===== src/escw_pkg.sv =====
`timescale 1ns / 1ps

package escw_pkg;

  localparam int unsigned TIME_W    = 32;
  localparam int unsigned CFG_W     = 16;
  localparam int unsigned CFG_IDX_W = 2;

  localparam logic [CFG_IDX_W-1:0] CFG_DEBOUNCE = 2'd0;
  localparam logic [CFG_IDX_W-1:0] CFG_RELEASE  = 2'd1;
  localparam logic [CFG_IDX_W-1:0] CFG_TIMEOUT  = 2'd2;

  localparam logic OP_TICK = 1'b0;
  localparam logic OP_FEED = 1'b1;

  localparam logic [1:0] ACT_NONE  = 2'd0;
  localparam logic [1:0] ACT_STOP  = 2'd1;
  localparam logic [1:0] ACT_CLEAR = 2'd2;

  localparam logic [CFG_W-1:0] DEBOUNCE_RST = 16'd50;
  localparam logic [CFG_W-1:0] RELEASE_RST  = 16'd500;
  localparam logic [CFG_W-1:0] TIMEOUT_RST  = 16'd2000;

  typedef struct packed {
    logic              operation;
    logic [TIME_W-1:0] now_ms;
    logic              estop_pin_level;
    logic              motor_latched;
    logic              motor_stopped_by_watchdog;
  } in_item_t;

  typedef struct packed {
    logic              estop_active;
    logic              watchdog_tripped;
    logic [1:0]        estop_action;
    logic              watchdog_stop_order;
    logic [TIME_W-1:0] time_since_command;
    logic [TIME_W-1:0] press_count;
    logic [TIME_W-1:0] trip_count;
  } out_item_t;

  typedef struct packed {
    logic [CFG_W-1:0] debounce_time_ms;
    logic [CFG_W-1:0] release_hold_ms;
    logic [CFG_W-1:0] command_timeout_ms;
  } cfg_regs_t;

endpackage


===== src/escw_if.sv =====
`timescale 1ns / 1ps

interface escw_in_if;
  logic        valid;
  logic        ready;
  logic        operation;
  logic [31:0] now_ms;
  logic        estop_pin_level;
  logic        motor_latched;
  logic        motor_stopped_by_watchdog;

  modport source (
    output valid, operation, now_ms, estop_pin_level, motor_latched,
           motor_stopped_by_watchdog,
    input  ready
  );
  modport sink (
    input  valid, operation, now_ms, estop_pin_level, motor_latched,
           motor_stopped_by_watchdog,
    output ready
  );
endinterface

interface escw_out_if;
  logic        valid;
  logic        ready;
  logic        estop_active;
  logic        watchdog_tripped;
  logic [1:0]  estop_action;
  logic        watchdog_stop_order;
  logic [31:0] time_since_command;
  logic [31:0] press_count;
  logic [31:0] trip_count;

  modport source (
    output valid, estop_active, watchdog_tripped, estop_action, watchdog_stop_order,
           time_since_command, press_count, trip_count,
    input  ready
  );
  modport sink (
    input  valid, estop_active, watchdog_tripped, estop_action, watchdog_stop_order,
           time_since_command, press_count, trip_count,
    output ready
  );
endinterface

interface escw_cfg_if;
  logic        valid;
  logic        ready;
  logic [1:0]  index;
  logic [15:0] data;

  modport source (output valid, index, data, input ready);
  modport sink   (input valid, index, data, output ready);
endinterface


===== src/estop_debounce_command_watchdog_core.sv =====
`timescale 1ns / 1ps

// channel  dir  handshake          payload
// in_ch    in   valid/ready        operation, now_ms, pin level, motor status
// out_ch   out  valid/ready        stop/trip flags, actions, time, counters
// cfg_ch   in   valid/ready        index (2b), data (16b), always ready
//
// One beat per cycle sustained while out_ch is ready. Data passes the input
// register, then the supervisor state and result register update together.
// Synchronous active-low reset: stop released, watchdog tripped, not fed,
// counters zero, registers at 50/500/2000 ms.
// A stalled output holds its beat; the input register still takes one more.

module estop_debounce_command_watchdog_core (
  input logic        clk,
  input logic        rst_n,
  escw_in_if.sink    in_ch,
  escw_out_if.source out_ch,
  escw_cfg_if.sink   cfg_ch
);
  import escw_pkg::*;

  cfg_regs_t cfg_r;
  in_item_t  s1_item_r;
  logic      s1_valid_r;
  out_item_t out_r;
  out_item_t result;
  logic      out_valid_r;
  logic      in_fire;
  logic      out_load;

  assign out_load     = s1_valid_r && (!out_valid_r || out_ch.ready);
  assign in_ch.ready  = !s1_valid_r || out_load;
  assign in_fire      = in_ch.valid && in_ch.ready;
  assign cfg_ch.ready = 1'b1;

  always_ff @(posedge clk) begin
    if (!rst_n) begin
      cfg_r.debounce_time_ms   <= DEBOUNCE_RST;
      cfg_r.release_hold_ms    <= RELEASE_RST;
      cfg_r.command_timeout_ms <= TIMEOUT_RST;
    end else if (cfg_ch.valid) begin
      unique case (cfg_ch.index)
        CFG_DEBOUNCE: cfg_r.debounce_time_ms   <= cfg_ch.data;
        CFG_RELEASE:  cfg_r.release_hold_ms    <= cfg_ch.data;
        CFG_TIMEOUT:  cfg_r.command_timeout_ms <= cfg_ch.data;
        default:      cfg_r <= cfg_r;
      endcase
    end
  end

  always_ff @(posedge clk) begin
    if (!rst_n) begin
      s1_valid_r  <= 1'b0;
      out_valid_r <= 1'b0;
    end else begin
      s1_valid_r  <= in_fire || (s1_valid_r && !out_load);
      out_valid_r <= out_load || (out_valid_r && !out_ch.ready);
    end
  end

  always_ff @(posedge clk) begin
    if (in_fire) begin
      s1_item_r.operation                 <= in_ch.operation;
      s1_item_r.now_ms                    <= in_ch.now_ms;
      s1_item_r.estop_pin_level           <= in_ch.estop_pin_level;
      s1_item_r.motor_latched             <= in_ch.motor_latched;
      s1_item_r.motor_stopped_by_watchdog <= in_ch.motor_stopped_by_watchdog;
    end
    if (out_load) begin
      out_r <= result;
    end
  end

  escw_engine u_engine (
    .clk    (clk),
    .rst_n  (rst_n),
    .fire   (out_load),
    .item   (s1_item_r),
    .cfg    (cfg_r),
    .result (result)
  );

  assign out_ch.valid               = out_valid_r;
  assign out_ch.estop_active        = out_r.estop_active;
  assign out_ch.watchdog_tripped    = out_r.watchdog_tripped;
  assign out_ch.estop_action        = out_r.estop_action;
  assign out_ch.watchdog_stop_order = out_r.watchdog_stop_order;
  assign out_ch.time_since_command  = out_r.time_since_command;
  assign out_ch.press_count         = out_r.press_count;
  assign out_ch.trip_count          = out_r.trip_count;

  a_stop_implies_active: assert property (@(posedge clk) disable iff (!rst_n)
    out_valid_r && out_r.estop_action == ACT_STOP |-> out_r.estop_active)
    else $error("stop order without active estop");

  a_clear_implies_released: assert property (@(posedge clk) disable iff (!rst_n)
    out_valid_r && out_r.estop_action == ACT_CLEAR |-> !out_r.estop_active)
    else $error("latch clear while estop active");

  a_wd_order_consistent: assert property (@(posedge clk) disable iff (!rst_n)
    out_valid_r && out_r.watchdog_stop_order |->
      out_r.watchdog_tripped && !out_r.estop_active)
    else $error("watchdog stop without trip or during estop");

  a_stall_full: assert property (@(posedge clk) disable iff (!rst_n)
    !in_ch.ready |-> s1_valid_r && out_valid_r && !out_ch.ready)
    else $error("input stalled with free slot");

endmodule


===== src/escw_engine.sv =====
`timescale 1ns / 1ps

module escw_engine (
  input  logic                 clk,
  input  logic                 rst_n,
  input  logic                 fire,
  input  escw_pkg::in_item_t   item,
  input  escw_pkg::cfg_regs_t  cfg,
  output escw_pkg::out_item_t  result
);
  import escw_pkg::*;

  logic              pin_last_r,   pin_last_nxt;
  logic              latched_r,    latched_nxt;
  logic [TIME_W-1:0] pin_chg_r,    pin_chg_nxt;
  logic [TIME_W-1:0] release_r,    release_nxt;
  logic [TIME_W-1:0] presses_r,    presses_nxt;
  logic [TIME_W-1:0] last_feed_r,  last_feed_nxt;
  logic              fed_r,        fed_nxt;
  logic              trip_r,       trip_nxt;
  logic [TIME_W-1:0] trips_r,      trips_nxt;

  logic [TIME_W-1:0] since_chg;
  logic [TIME_W-1:0] since_rel;
  logic [TIME_W-1:0] since_feed;
  logic              deb_ok;
  logic              hold_ok;
  logic              expired;
  logic              pressed;
  logic [1:0]        action;
  logic              wd_order;

  assign since_chg  = item.now_ms - pin_chg_r;
  assign since_rel  = item.now_ms - release_r;
  assign since_feed = item.now_ms - last_feed_r;
  assign deb_ok     = since_chg >= {{(TIME_W-CFG_W){1'b0}}, cfg.debounce_time_ms};
  assign hold_ok    = since_rel >= {{(TIME_W-CFG_W){1'b0}}, cfg.release_hold_ms};
  assign expired    = !fed_r ||
                      since_feed >= {{(TIME_W-CFG_W){1'b0}}, cfg.command_timeout_ms};
  assign pressed    = !item.estop_pin_level;

  always_comb begin
    pin_last_nxt  = pin_last_r;
    latched_nxt   = latched_r;
    pin_chg_nxt   = pin_chg_r;
    release_nxt   = release_r;
    presses_nxt   = presses_r;
    last_feed_nxt = last_feed_r;
    fed_nxt       = fed_r;
    trip_nxt      = trip_r;
    trips_nxt     = trips_r;
    action        = ACT_NONE;
    wd_order      = 1'b0;

    if (item.operation == OP_FEED) begin
      last_feed_nxt = item.now_ms;
      fed_nxt       = 1'b1;
      trip_nxt      = 1'b0;
    end else begin
      priority if (item.estop_pin_level != pin_last_r) begin
        pin_last_nxt = item.estop_pin_level;
        pin_chg_nxt  = item.now_ms;
      end else if (!deb_ok) begin
        action = ACT_NONE;
      end else if (pressed && !latched_r) begin
        latched_nxt = 1'b1;
        presses_nxt = presses_r + 1'b1;
        action      = ACT_STOP;
      end else if (!pressed && latched_r) begin
        latched_nxt = 1'b0;
        release_nxt = item.now_ms;
      end else if (!pressed && item.motor_latched && hold_ok) begin
        action = ACT_CLEAR;
      end else begin
        action = ACT_NONE;
      end

      if (!latched_nxt && expired) begin
        if (!trip_r) begin
          trip_nxt  = 1'b1;
          trips_nxt = trips_r + 1'b1;
        end
        wd_order = !item.motor_stopped_by_watchdog;
      end
    end
  end

  always_comb begin
    result.estop_active        = latched_nxt;
    result.watchdog_tripped    = trip_nxt;
    result.estop_action        = action;
    result.watchdog_stop_order = wd_order;
    result.time_since_command  = item.now_ms - last_feed_nxt;
    result.press_count         = presses_nxt;
    result.trip_count          = trips_nxt;
  end

  always_ff @(posedge clk) begin
    if (!rst_n) begin
      pin_last_r  <= 1'b1;
      latched_r   <= 1'b0;
      pin_chg_r   <= '0;
      release_r   <= '0;
      presses_r   <= '0;
      last_feed_r <= '0;
      fed_r       <= 1'b0;
      trip_r      <= 1'b1;
      trips_r     <= '0;
    end else if (fire) begin
      pin_last_r  <= pin_last_nxt;
      latched_r   <= latched_nxt;
      pin_chg_r   <= pin_chg_nxt;
      release_r   <= release_nxt;
      presses_r   <= presses_nxt;
      last_feed_r <= last_feed_nxt;
      fed_r       <= fed_nxt;
      trip_r      <= trip_nxt;
      trips_r     <= trips_nxt;
    end
  end

endmodule

===== src/flat_wrapper.sv =====
// flat-port wrapper written by rule: the top's interface ports become plain ports
module estop_debounce_command_watchdog_core_flat import escw_pkg::*;
  (clk, rst_n, in_ch_valid, in_ch_operation, in_ch_now_ms, in_ch_estop_pin_level, in_ch_motor_latched, in_ch_motor_stopped_by_watchdog, in_ch_ready, out_ch_valid, out_ch_estop_active, out_ch_watchdog_tripped, out_ch_estop_action, out_ch_watchdog_stop_order, out_ch_time_since_command, out_ch_press_count, out_ch_trip_count, out_ch_ready, cfg_ch_valid, cfg_ch_index, cfg_ch_data, cfg_ch_ready);
  escw_in_if in_ch_i ();
  escw_out_if out_ch_i ();
  escw_cfg_if cfg_ch_i ();
  input logic clk;
  input logic rst_n;
  input wire logic [$bits(in_ch_i.valid)-1:0] in_ch_valid;
  input wire logic [$bits(in_ch_i.operation)-1:0] in_ch_operation;
  input wire logic [$bits(in_ch_i.now_ms)-1:0] in_ch_now_ms;
  input wire logic [$bits(in_ch_i.estop_pin_level)-1:0] in_ch_estop_pin_level;
  input wire logic [$bits(in_ch_i.motor_latched)-1:0] in_ch_motor_latched;
  input wire logic [$bits(in_ch_i.motor_stopped_by_watchdog)-1:0] in_ch_motor_stopped_by_watchdog;
  output wire logic [$bits(in_ch_i.ready)-1:0] in_ch_ready;
  output wire logic [$bits(out_ch_i.valid)-1:0] out_ch_valid;
  output wire logic [$bits(out_ch_i.estop_active)-1:0] out_ch_estop_active;
  output wire logic [$bits(out_ch_i.watchdog_tripped)-1:0] out_ch_watchdog_tripped;
  output wire logic [$bits(out_ch_i.estop_action)-1:0] out_ch_estop_action;
  output wire logic [$bits(out_ch_i.watchdog_stop_order)-1:0] out_ch_watchdog_stop_order;
  output wire logic [$bits(out_ch_i.time_since_command)-1:0] out_ch_time_since_command;
  output wire logic [$bits(out_ch_i.press_count)-1:0] out_ch_press_count;
  output wire logic [$bits(out_ch_i.trip_count)-1:0] out_ch_trip_count;
  input wire logic [$bits(out_ch_i.ready)-1:0] out_ch_ready;
  input wire logic [$bits(cfg_ch_i.valid)-1:0] cfg_ch_valid;
  input wire logic [$bits(cfg_ch_i.index)-1:0] cfg_ch_index;
  input wire logic [$bits(cfg_ch_i.data)-1:0] cfg_ch_data;
  output wire logic [$bits(cfg_ch_i.ready)-1:0] cfg_ch_ready;
  assign in_ch_i.valid = in_ch_valid;
  assign in_ch_i.operation = in_ch_operation;
  assign in_ch_i.now_ms = in_ch_now_ms;
  assign in_ch_i.estop_pin_level = in_ch_estop_pin_level;
  assign in_ch_i.motor_latched = in_ch_motor_latched;
  assign in_ch_i.motor_stopped_by_watchdog = in_ch_motor_stopped_by_watchdog;
  assign in_ch_ready = in_ch_i.ready;
  assign out_ch_valid = out_ch_i.valid;
  assign out_ch_estop_active = out_ch_i.estop_active;
  assign out_ch_watchdog_tripped = out_ch_i.watchdog_tripped;
  assign out_ch_estop_action = out_ch_i.estop_action;
  assign out_ch_watchdog_stop_order = out_ch_i.watchdog_stop_order;
  assign out_ch_time_since_command = out_ch_i.time_since_command;
  assign out_ch_press_count = out_ch_i.press_count;
  assign out_ch_trip_count = out_ch_i.trip_count;
  assign out_ch_i.ready = out_ch_ready;
  assign cfg_ch_i.valid = cfg_ch_valid;
  assign cfg_ch_i.index = cfg_ch_index;
  assign cfg_ch_i.data = cfg_ch_data;
  assign cfg_ch_ready = cfg_ch_i.ready;
  estop_debounce_command_watchdog_core u_core (.clk(clk), .rst_n(rst_n), .in_ch(in_ch_i), .out_ch(out_ch_i), .cfg_ch(cfg_ch_i));
endmodule

===== config.mk =====
export PLATFORM = sky130hd
export DESIGN_NAME = estop_debounce_command_watchdog_core_flat
export DESIGN_NICKNAME = d
export VERILOG_FILES = /design/src/escw_pkg.sv /design/src/escw_if.sv /design/src/estop_debounce_command_watchdog_core.sv /design/src/escw_engine.sv /design/src/flat_wrapper.sv
export SDC_FILE = /design/constraint.sdc
export NUM_CORES = 1
export LEC_CHECK = 0
export BUFFER_PORTS_ARGS = -buffer_cell sky130_fd_sc_hd__buf_2
export CELL_PAD_IN_SITES_DETAIL_PLACEMENT = 1
export CELL_PAD_IN_SITES_GLOBAL_PLACEMENT = 2
export CORE_MARGIN = 1.5
export CORE_UTILIZATION = 38
export DETAILED_ROUTE_END_ITERATION = 16
export PLACE_DENSITY_LB_ADDON = 0.05
export SKIP_CTS_REPAIR_TIMING = 1
export SLEW_MARGIN = 0
export SYNTH_ARGS = -nofsm -noshare
export SYNTH_HDL_FRONTEND = slang
export SYNTH_SLANG_ARGS = --single-unit

===== constraint.sdc =====
create_clock -name clk -period 6.8 [get_ports clk]
set_input_delay 0.68 -clock clk [delete_from_list [all_inputs] [get_ports clk]]
set_output_delay 0.68 -clock clk [all_outputs]
set_load 0.03 [all_outputs]

**After elaboration in Yosys (flattened, before gate mapping)**

Cells that the tools add are included.

- Add/sub/neg operators: 6
- Equal/unequal tests: 3
- Mux-type cells: 19
- Reduce and logical (&&, ||, !) cells: 33
- Order comparisons: 3
- Bitwise operators: 5

Operators with widths:

| kind | number |
|---|---|
| two-way mux 32 bit | 8 |
| subtractor 32 bit | 4 |
| >= comparator 32 x 16 -> 1 bit | 3 |
| adder 32 x 1 -> 32 bit (second input constant) | 2 |
| two-way mux 1 bit | 10 |
| logical AND 1 bit | 9 |
| logical NOT 1 bit | 9 |
| AND reduction 2 bit | 4 |
| AND reduction 6 bit | 1 |
| logical OR 1 bit | 5 |
| NOT 1 bit | 5 |
| OR reduction 5 bit | 1 |
| AND reduction 3 bit | 1 |
| OR reduction 3 bit | 1 |
| equality test 2 x 1 -> 1 bit (second input constant) | 1 |
| equality test 2 bit (second input constant) | 1 |
| logical NOT 2 bit | 1 |
| two-way mux 2 bit | 1 |
| OR reduction 2 bit | 1 |
| inequality test 1 bit | 1 |

- Input bits: 59
- Flip-flop bits (word level): 351
- Word-level logic and storage cells: 96

**Logic depth before layout (Yosys ltp)**

- Word-level depth: 10
- Depth in mapped cells: 24

**Cells and area by module**

Synthesis repeated with hierarchy kept, for this count alone.

- Cells, all modules: 2567
- Area total of the unflattened synthesis: 22738.1 µm²

Modules (own cells, without submodules):

| module | area each (µm²) | sequential area each (µm²) | times used | cells an instance |
|---|---|---|---|---|
| escw_engine | 16643.5 | 3283.1 | 1 | 2232 |
| estop_debounce_command_watchdog_core | 6094.6 | 5114.9 | 1 | 335 |

**Least setup slack after synthesis**

OpenSTA, ideal clock, no wires.

- Path kind: input -> register
- From: input port out_ch_ready
- To: register u_core.out_r, in the netlist u_core.out_ch.estop_action[0] (enable)
- Arrival: 4.380 ns
- Setup slack: 1.915 ns
- Setup time: 0.505 ns
- Required time: 6.295 ns
- Path buffers: 3
- Cell stages on the path: 6
- Cell sequence: nor2b_1 nand2b_1 clkbuf_1 inv_1 clkbuf_1 clkbuf_1

- Longest elaborated chain between the ends: 2

RTL lines:

| item | line | text |
|---|---|---|
| start: declaration | flat_wrapper.sv:24 | `input wire logic [$bits(out_ch_i.ready)-1:0] out_ch_ready;` |
| logical OR 1 bit | estop_debounce_command_watchdog_core.sv:32 | `assign out_load = s1_valid_r && (!out_valid_r \|\| out_ch.ready);` |
| logical AND 1 bit | estop_debounce_command_watchdog_core.sv:32 |  |
| via u_core.out_load | estop_debounce_command_watchdog_core.sv:30 | `logic out_load;` |
| end signal: assignment | estop_debounce_command_watchdog_core.sv:71 | `out_r <= result;` |
| end: declaration | estop_debounce_command_watchdog_core.sv:26 | `out_item_t out_r;` |

The timed path passes the listed nets, and every way through them passes these cells.
A chain may end at the register's enable or synchronous reset.

**Worst setup path after layout**

- From: register u_core.s1_item_r[4] (netlist name)
- To: register u_core.out_r, in the netlist u_core.out_ch.estop_action[1], data pin

- Longest elaborated chain between the ends: 4
- Elaborated cells between the ends (all ways): 8
- Those cells by class: add/sub (2); order compare (2); mux (1); bitwise (1); reduce/logical (2)

RTL lines:

| item | line | text |
|---|---|---|
| start: declaration | estop_debounce_command_watchdog_core.sv:24 | `in_item_t s1_item_r;` |
| subtractor 32 bit, on equally long branches | escw_engine.sv:33, escw_engine.sv:34 |  |
| >= comparator 32 x 16 -> 1 bit, on equally long branches | escw_engine.sv:36, escw_engine.sv:37 |  |
| NOT 1 bit (no source line) / logical AND 1 bit (equally long branches) | -- |  |
| OR reduction 5 bit (no source line) / two-way mux 2 bit (equally long branches) | -- |  |

Parallel ways exist; a longest one is shown, timed or not.

==> out/results.ini <==
[clock_tree]
clock_latency_ns=0.60
h-tree-depth=2
cts_tree=done
numCtsBuffers=43
cts_max_path_buffers=3
cts.sinks=351
root_buffer=clkbuf_16
path_clk_slew_ns=0.06

[routing]
antenna_left=0
via_per_inst=5.51
wl_per_cell_um=19.7
drt_iter0_drc=834
drcViolationCount=0
finalWirelength_um=69000
dr.pass1.iters=5
num_vias=19300

[place]
place.detailed.hpwl_um=51700
gp_congestion=0.849
port_buffers=161

[power_and_ir_drop]
vdd_drop_max_mv=0.202
p_per_area_nw_per_um2=234
p_leak_nw=10.0

[yosys]
syn_inst=2590
synth_top_family_by_area=simple AND/OR/NAND/NOR gates
yosys-mux-area-fraction=0.0453
synth_async_sr_flop_share=0
synthXorXnorAreaFrac=0.0562
ys_ff_latch=351
yosys_warnings=0
ys_seq_area_frac=0.374
ys_types=86
syn-num-nets=2827
synth_simple_gate_area_share=0.193
synth_enable_flop_cells=137
synth-main-ff-cell=dfxtp_1
avgSynthCellArea_um2=8.66
synth_compound_area_frac=0.178
syn_area_um2=22400
synth_fa_ha_area_frac=0.101

[sta]
layout_min_cycle_time_ns=5.89
finalSetupViolations=0
grt_setup_unrepaired=false
finalCritPeriodShare=0.866
slew_violations=0
relSlewSlack=0.309
hold_viol=0
finClkSkew_ns=0.0373
fmax_mhz=170
finalSetupTns_ns=0
worst_pin_slew_ns=1.04

[finish]
syn_to_final_growth_pct=13.5
fin_util=0.439
n_antenna_cell=0
drive_gt1_frac=0.102
final_nets=2946
final_common_cell=nand2_1
layout_common_cells=nand2_1, a21oi_1, dfxtp_1

[critical_path]
worst_ep_required_time_ns=7.11
crit_family=compound AO/OA/AOI/OAI gates
critPathArrivalTime_ns=6.20
reg2reg_from=u_core.s1_item_r[4]$_DFFE_PP_
path_max_fanout=10
critPathMaxStageDelay_ns=0.72
worstSetupPathType=reg2reg
start_kind=register
critPathBufInv=0
ff2ff_path_depth=18
path_cells=ha_1 > nor2b_1 > o31a_1 > o311ai_0 > nand2_1 > o21ai_0 > nand2b_1 > a21o_1 > a21oi_1 > xnor2_1 > ha_1 > and4_1 > a2111oi_0 > nand4_1 > nor4_1 > nand4_1 > nor4b_1 > a21oi_1
rrSetupSlack_ns=0.91
cp_slowest_cell=nor4b_1
rr_endpoint=u_core.out_ch.estop_action[1]$_SDFFCE_PP0P_
crit_path_end_kind=register

[job]
drv_cap=0

[floorplan]
rows=88
die_width_um=246
ios=163
dieArea_um2=60500
core-area_um2=58000
fp.dieH_um=246
initial_utilization=0.387

[global_route]
grt_usage=0.227
grt_start_max_net_pins=115
grt_pass1_vias=19800
grt_first_pass_wirelength_um=109000
grt_overflow=0
antenna_found_initial=0

[worst_hold_path]
hold_path_depth=1
hp-start=in_ch_now_ms[25]
hold_end=u_core.s1_item_r[28]$_DFFE_PP_
hold_path_class=in2reg

[status]
outcome=completed

[cell type report]
type	instances	area, um^2
fill	6777	32600
multi-input combinational	1934	12900
sequential	351	8400
clock buffer	59	1200
timing repair buffer	183	996
tap	765	957
inverter	196	743
clock inverter	21	292
[report_power, final]
group	switching, mW	internal [mW]	total (mW)
clock	0.954	1.47	2.42
sequential	0.0642	2.29	2.35
combinational	0.762	0.437	1.20
total	1.78	4.19	5.97
[cell usage after synthesis (all sizes together), types with 44 or more instances]
library cell  number  share of area
nand2            278          0.046
a21oi            231          0.052
dfxtp            214           0.19
inv              196          0.033
nor2             192          0.032
ha               174          0.097
edfxtp           137           0.18
mux2i             97          0.043
o21ai             94          0.021
nand3             91          0.020
clkbuf            87          0.015
xnor2             87          0.034
xor2              57          0.022
a211oi            52          0.017
nand4             48          0.013
nand2b            47          0.013
a21o              44          0.015
nor3              44         0.0098
[worst max path at each step]
stage                                  startpoint                                          end  slack [ns]  cells after the start
global placement    u_core.s1_item_r[4]$_DFFE_PP_  u_core.out_ch.estop_action[1]$_SDFFCE_PP0P_        0.78                     18
finish              u_core.s1_item_r[4]$_DFFE_PP_  u_core.out_ch.estop_action[1]$_SDFFCE_PP0P_        0.91                     18
detailed placement  u_core.s1_item_r[4]$_DFFE_PP_  u_core.out_ch.estop_action[1]$_SDFFCE_PP0P_        0.72                     18
CTS                 u_core.s1_item_r[4]$_DFFE_PP_  u_core.out_ch.estop_action[1]$_SDFFCE_PP0P_        0.74                     18
global route        u_core.s1_item_r[4]$_DFFE_PP_  u_core.out_ch.estop_action[1]$_SDFFCE_PP0P_        0.53                     18
floorplan                            out_ch_ready  u_core.out_ch.estop_action[0]$_SDFFCE_PP0P_        1.92                      6
[per-layer routing]
layer / vias up / GRT usage / share of wire
li1: 9539 / - / -
met1: 9431 / 0.297 / 0.47
met2: 263 / 0.389 / 0.48
met3: 94 / 0.0259 / 0.027
met4: 0 / 0.0711 / 0.028
met5: - / 0 / 0
[cell families (layout without fill, tap and decap cells)]
kind of cell / after synthesis / after routing
DFF: 351 / 351
muxes: 101 / 101
other: 1 / 1
and+or+nand+nor: 887 / 887
xor gates and xnor gates: 144 / 144
buffers and inverters: 305 / 459
AOI/OAI and AO/OA: 623 / 623
adders and majority gates: 178 / 178
[flip-flops by register name, indices dropped and copies added, names as in the netlist, 2 cells and up]
| signal | flops |
|---|---|
| u_core.out_ch.trip_count | 32 |
| u_core.s1_item_r | 36 |
| u_core.u_engine.last_feed_r | 32 |
| u_core.cfg_r | 48 |
| u_core.u_engine.presses_r | 32 |
| u_core.out_ch.press_count | 32 |
| u_core.out_ch.time_since_command | 32 |
| u_core.u_engine.pin_chg_r | 32 |
| u_core.u_engine.trips_r | 32 |
| u_core.out_ch.estop_action | 2 |
| u_core.u_engine.release_r | 32 |
[per-stage QoR]
step	setup slack (ns)	total power, mW	std cells	area (um^2)	hold WS, ns
3_3_place_gp	0.776	3.57	3429	24000	0.441
5_1_grt	0.529	6.26	3509	25500	0.237
3_5_place_dp	0.716	3.59	3429	24000	0.448
2_1_floorplan	1.92	3.23	2590	22400	0.436
6_report	0.913	5.97	3509	25500	0.260
4_1_cts	0.735	6.06	3509	25500	0.223
Power figures use the tool's default switching activity.
